==> src/rtl/core/bsfc_pkg.sv <==
// Shared types and constants for the bond stretch fracture check.
package bsfc_pkg;

  // Q8.24 weight times Q2.30 stretch: shift by 24 to return to Q2.30
  localparam int unsigned QShift   = 24;
  localparam int unsigned ValW     = 32;
  localparam int unsigned ProdW    = 2 * ValW + 1;
  localparam int unsigned ShW      = ProdW - QShift;
  localparam int unsigned DiffW    = ShW + 1;

  localparam logic [ValW-1:0]        AlphaReset = 32'h0040_0000;
  localparam logic signed [ValW-1:0] MaxReset   = 32'sd1;
  localparam logic signed [ValW-1:0] SatMax     = 32'sh7FFF_FFFF;
  localparam logic signed [ValW-1:0] SatMin     = 32'sh8000_0000;

  // Second-stage beat: decisions already made, scaled product pending subtract
  typedef struct packed {
    logic                   active;
    logic                   brk;
    logic                   intact_out;
    logic                   last;
    logic                   p_locked;
    logic signed [ShW-1:0]  prod_sh;
    logic signed [ValW-1:0] base;
  } bsfc_s2_t;

  // One result beat
  typedef struct packed {
    logic                   bond_intact_out;
    logic                   particle_done;
    logic                   crit_valid;
    logic signed [ValW-1:0] new_crit;
    logic                   broke_now;
  } bsfc_res_t;

endpackage

==> src/rtl/core/bsfc_crit_acc.sv <==
// Running maximum and broken flag per particle, plus result formation.
module bsfc_crit_acc (
  input  logic                clk_i,
  input  logic                rst_ni,
  input  logic                en_i,
  input  bsfc_pkg::bsfc_s2_t  s2_i,
  output bsfc_pkg::bsfc_res_t res_o
);

  logic signed [bsfc_pkg::ValW-1:0]  running_max_q, running_max_d;
  logic                              any_broken_q, any_broken_d;
  logic signed [bsfc_pkg::DiffW-1:0] diff;
  logic signed [bsfc_pkg::ValW-1:0]  cand;
  logic signed [bsfc_pkg::ValW-1:0]  max_upd;
  logic                              brk_upd;
  logic                              report;

  // s00 minus scaled stretch, formed exactly then saturated to 32 bits
  assign diff = bsfc_pkg::DiffW'(s2_i.base) - bsfc_pkg::DiffW'(s2_i.prod_sh);

  always_comb begin
    if (diff > bsfc_pkg::DiffW'(bsfc_pkg::SatMax)) begin
      cand = bsfc_pkg::SatMax;
    end else if (diff < bsfc_pkg::DiffW'(bsfc_pkg::SatMin)) begin
      cand = bsfc_pkg::SatMin;
    end else begin
      cand = diff[bsfc_pkg::ValW-1:0];
    end
  end

  // Fold this bond into the particle's state
  always_comb begin
    max_upd = running_max_q;
    brk_upd = any_broken_q;
    if (s2_i.active) begin
      if (cand > running_max_q) begin
        max_upd = cand;
      end
      brk_upd = any_broken_q | s2_i.brk;
    end
  end

  // End of particle restores reset values
  always_comb begin
    running_max_d = running_max_q;
    any_broken_d  = any_broken_q;
    if (en_i) begin
      if (s2_i.last) begin
        running_max_d = bsfc_pkg::MaxReset;
        any_broken_d  = 1'b0;
      end else begin
        running_max_d = max_upd;
        any_broken_d  = brk_upd;
      end
    end
  end

  always_ff @(posedge clk_i or negedge rst_ni) begin
    if (!rst_ni) begin
      running_max_q <= bsfc_pkg::MaxReset;
      any_broken_q  <= 1'b0;
    end else begin
      running_max_q <= running_max_d;
      any_broken_q  <= any_broken_d;
    end
  end

  // Result fields; particle fields only on an unlocked last bond
  assign report = s2_i.last & ~s2_i.p_locked;

  always_comb begin
    res_o.bond_intact_out = s2_i.intact_out;
    res_o.particle_done   = s2_i.last;
    res_o.crit_valid      = report;
    res_o.new_crit        = report ? max_upd : '0;
    res_o.broke_now       = report & brk_upd;
  end

endmodule

==> config.mk <==
export PLATFORM = sky130hd
export DESIGN_NAME = bsfc_crit_acc
export DESIGN_NICKNAME = d
export VERILOG_FILES = /design/src/rtl/core/bsfc_pkg.sv /design/src/rtl/core/bsfc_crit_acc.sv
export SDC_FILE = /design/constraint.sdc
export NUM_CORES = 1
export LEC_CHECK = 0
export BUFFER_PORTS_ARGS = -buffer_cell sky130_fd_sc_hd__buf_4
export CAP_MARGIN = 20
export CELL_PAD_IN_SITES_DETAIL_PLACEMENT = 1
export CELL_PAD_IN_SITES_GLOBAL_PLACEMENT = 2
export CORE_MARGIN = 5
export CORE_UTILIZATION = 32
export DETAILED_ROUTE_END_ITERATION = 7
export HOLD_SLACK_MARGIN = 0.1
export PLACE_DENSITY_LB_ADDON = 0.25
export REMOVE_ABC_BUFFERS = 1
export SLEW_MARGIN = 20
export SYNTH_ARGS = -nofsm -noshare
export SYNTH_HDL_FRONTEND = slang
export SYNTH_SLANG_ARGS = --single-unit
==> constraint.sdc <==
create_clock -name clk_i -period 7.9 [get_ports clk_i]
set_input_delay 0.395 -clock clk_i [delete_from_list [all_inputs] [get_ports clk_i]]
set_output_delay 0.395 -clock clk_i [all_outputs]
set_load 0.01 [all_outputs]
# Yosys cells after proc, flatten, opt, wreduce, memory -nomap -nowiden
# Index checks and enable logic that the tools add are counted.
# W data, S select, Z words.
dict set report word_totals {
  wordCells 18
  latchBits 0
  memories 0
  mem_bits_ro 0
  register_bits 33
  in_bits 81
  out_inout_bits 36
  mem_bits_rw 0
}
dict set report op_classes {
  order_cmp 3
  n_eq_ne 0
  addsub 1
  n_reduce_logical 0
  shift 0
  bitwise 4
  n_mul 0
  n_mux 8
  n_div 0
}
# operator n
set op_table {}
lappend op_table {{$mux W32} 6}
lappend op_table {{$gt A42 B32 Y1 const B} 1}
lappend op_table {{$lt A42 B32 Y1 const B} 1}
lappend op_table {{$sub A32 B41 Y42} 1}
lappend op_table {{$gt A32 B32 Y1} 1}
lappend op_table {{$and A1 B1 Y1} 2}
lappend op_table {{$mux W1} 2}
lappend op_table {{$not A1 Y1} 1}
lappend op_table {{$or A1 B1 Y1} 1}

# Depth between registers and ports, before layout
dict set report logic_depth {
  depth_word 8
  depth_mapped 28
  depth_no_buf 25
}

# Least setup slack after synthesis
# No wires, ideal clock.
dict set report synth_path {
  kind {in2out}
  from {input s2_i[0] (netlist bit)}
  to {output res_o[21] (netlist bit)}
  required_time_ns 7.505
  stages 28
  arrival_time_ns 6.177
  path_buffers 3
  setup_slack_ns 1.328
  path_cell_list {inv_1 ha_1 inv_1 fa_1 a211oi_1 o211ai_1 nand2_1 a21oi_1 or4b_1 a311oi_1 nand3b_1 or4_1 o21ai_2 buf_2 o21ai_0 ha_1 nand4_1 nor3_1 nand4_1 or3_1 o41a_1 or3b_1 nand2_1 and3_1 a211oi_2 buf_4 buf_6 o221a_1}
}
# element line
set synth_lines {}
lappend synth_lines {{from (decl)} bsfc_crit_acc.sv:6} ;# input bsfc_pkg::bsfc_s2_t s2_i,
lappend synth_lines {{to (decl)} bsfc_crit_acc.sv:7} ;# output bsfc_pkg::bsfc_res_t res_o

==> out/results.tsv <==
stage	metric	value	unit
worst_setup_path	endpoint_kind	output pin	
synth	synthArstFlopShare	100.0	%
floorplanning	die_w	144.5	um
timing	hold_ws	0.3117	ns
floorplanning	die_h	144.5	um
grt	grt_util_all_layers	20.53	%
synth	yosys_warnings	0	
routing	num_vias	6308	
routing	dr.pass1.iters	4	
grt	grt_max_degree	37	
finish	areaGrowthSynthToFinish	21.75	%
place	gp_congestion	0.8358	
worst_setup_path	critPathMaxStageDelay	0.51	ns
grt	antenna_found_initial	0	
pwr	power.density	182.5	nW/um^2
finish	final_core_util	39.36	%
timing	skew	0.003020	ns
finish	drive_above_1_share	19.95	%
synth	synthesis.area	5787	um^2
pwr	peakVddDrop	0.00009428	V
hold_path	hp-class	in2reg	
grt	grt_pass1_wl	34.61	mm
worst_setup_path	crit_top_cell	buf_4	
synth	synth_edf_count	0	
pwr	total_leakage_power	3.316	nW
finish	fin_nets	1036	
worst_setup_path	arrival	7.07	ns
worst_setup_path	r2r_slack	4.10	ns
timing	timing.fmax	134.0	MHz
cts	cts_made_buffers	5	
outcome	status	completed	
cts	insertion_delay	0.29	ns
synth	synth-seq-cells	33	
cts	cts-root-buf	clkbuf_16	
grt	gr-total-overflow	0	
routing	postRouteAntennaNets	0	
routing	avgRoutedWirePerCell	19.17	um
routing	via_per_inst	5.678	
timing	rsz0062_at_grt	false	
timing	slew_viol_final	0	
floorplanning	pin_count	117	
cts	clock-sinks	33	
floorplanning	core_region_area	17900	um^2
finish	antenna_cells	0	
routing	routed_wl	21.30	mm
timing	worstMarginPinSlew	0.6073	ns
timing	setup_viol	0	
timing	finalCritPeriodShare	94.48	%
synth	synthCells	783	
worst_setup_path	critPathMaxFanout	36	
timing	relSlewSlack	59.38	%
cts	cts_tree	yes	
worst_setup_path	critPathLaunchType	input pin	
routing	remaining_drc_errors	0	
synth	ys.flop_type	dfrtp_1	
synth	synth_cell_types	78	
timing	hold_violations	0	
floorplanning	initial_core_util	32.32	%
synth	synth-seq-area-share	14.29	%
worst_setup_path	slowest_stage	or4b_1	
place	portBuffers	114	
floorplanning	core.rowCount	49	
cts	cts.path.max_buffers	2	
worst_setup_path	critPathKind	in2out	
floorplanning	die-area	20870	um^2
cts	clkSlewWorstSetupHoldPaths	0.06	ns
synth	syn-mean-instance-area	7.391	um^2
routing	drt_iter0_drc	259	
timing	period_minus_slack	7.464	ns
worst_setup_path	required	7.51	ns
flow_run	cap_violations	0	
grt	grt_pass1_vias	6576	
cts	cts-htree-levels	2	
place	dp_hpwl	17.56	mm
## synth_stat cells, types with 2 or more instances
cell	n	area [um^2]
nor2_1	31	116.4
and2_1	3	18.77
or4_1	2	15.01
mux2i_1	3	30.03
buf_2	10	50.05
nand3_1	10	50.05
nor2b_1	5	31.28
o311ai_2	2	32.53
nand2b_1	6	37.54
o21a_1	9	67.56
a211o_1	3	26.28
o221a_2	10	112.6
buf_6	4	45.04
a31oi_1	6	37.54
dfrtp_1	32	800.8
o21bai_1	4	30.03
buf_4	4	30.03
a211oi_2	2	25.02
o21ai_1	9	45.04
a211oi_1	8	60.06
nand4_1	22	137.6
or3_1	8	50.05
clkbuf_1	28	105.1
and4_1	4	35.03
o21ai_0	61	305.3
a21o_1	22	165.2
a21oi_1	61	305.3
o221a_1	20	225.2
nor4_1	2	12.51
xor2_1	18	157.7
nor3b_1	2	15.01
and3_1	5	31.28
ha_1	73	913.4
o211a_1	3	30.03
inv_1	112	420.4
o311ai_1	27	236.5
o211ai_1	13	97.59
a311oi_1	3	26.28
nand2_1	72	270.3
xnor2_1	16	140.1
nor3_1	11	55.05
## metal layers
metal / part of all wire [%] / global-route usage, % / vias up
met5: 0 / 0 / -
met4: 1.0 / 3.731 / 0
met3: 4.0 / 1.885 / 22
met2: 47 / 34.50 / 139
met1: 48 / 28.92 / 3083
li1: - / - / 3064
## through the flow
| stage | area [um^2] | cells | power [mW] | TNS, ns | setup WS (ns) |
|---|---|---|---|---|---|
| after floorplan | 5552 | 736 | 0.7752 | -1.844 | -0.06814 |
| after global placement | 6852 | 1098 | 1.049 | -1.133 | -0.1008 |
| after detailed placement | 6863 | 1099 | 1.085 | 0 | 0.09542 |
| after CTS | 7012 | 1108 | 1.286 | 0 | 0.05652 |
| after global routing | 7046 | 1111 | 1.399 | 0 | 0.08651 |
| final | 7046 | 1111 | 1.286 | 0 | 0.4357 |
## worst max-delay path: cells and delay by family
kind | cells | cell delay [ns]
simple gates | 6 | 1.80
compound gates | 13 | 2.73
fa+ha+maj | 3 | 0.93
buf+inv | 7 | 1.16
## layout by cell type (no fill, tap or decap), drive strengths merged, types with 7 or more instances in the layout
| cell type | synthesis | layout |
|---|---|---|
| xor2 | 18 | 18 |
| or3 | 9 | 9 |
| o21ai | 71 | 71 |
| a21o | 22 | 22 |
| o211ai | 14 | 14 |
| o21a | 10 | 10 |
| a21oi | 61 | 61 |
| nor2 | 31 | 31 |
| nand2 | 72 | 72 |
| dfrtp | 32 | 32 |
| inv | 113 | 113 |
| ha | 73 | 73 |
| a31oi | 7 | 7 |
| o311ai | 30 | 30 |
| nand3 | 11 | 11 |
| nor3 | 11 | 11 |
| a211oi | 10 | 10 |
| o221a | 30 | 30 |
| buf | 18 | 137 |
| xnor2 | 16 | 16 |
| nand4 | 23 | 23 |
## cells by family after synthesis
group                      count (synthesis)  synth area share [%]
AOI/OAI and AO/OA                        284                 35.48
and+or+nand+nor                          195                 17.04
muxes                                      3                0.5189
adders and majority gates                 74                 16.13
DFF                                       33                 14.29
xor gates and xnor gates                  34                 5.146
buffers and inverters                    160                 11.39
## repair_timing
item,in CTS,in global routing
buffers inserted,0,3
endpoints found under the hold margin,32,0
hold buffers,1,0
resized for setup,0,2
setup endpoints to repair,0,30
## report_power, final
part           total (mW)  leakage, nW  internal, mW  switching [mW]
clock network       0.196       0.0706         0.116          0.0798
logic               0.808         2.81         0.335           0.474
registers           0.282        0.431         0.226          0.0561
## final cells by class
class,count,area (um^2)
fill,2269,10860
clock buffer,6,128.9
multi-input combinational,590,4323
tap,229,286.5
clock inverter,2,10.01
inverter,113,424.2
timing repair buffer,138,1046
sequential,33,827.0
## sequential cells by signal (all words and copies together), names as in the netlist
name,flops
any_broken_q,1
running_max_q,32
## worst paths after layout
path,start,endpoint,cells past startpoint
worst max register to register,running_max_q[31],running_max_q[8],14
max in group asynchronous,rst_ni,running_max_q[0],2
worst min-delay path,en_i,any_broken_q,2
worst max-delay path,s2_i[0],res_o[12],29
worst min register to register,running_max_q[17],running_max_q[17],2
min in group asynchronous,rst_ni,running_max_q[5],2
Note: power is estimated with default switching activity, not from simulation.
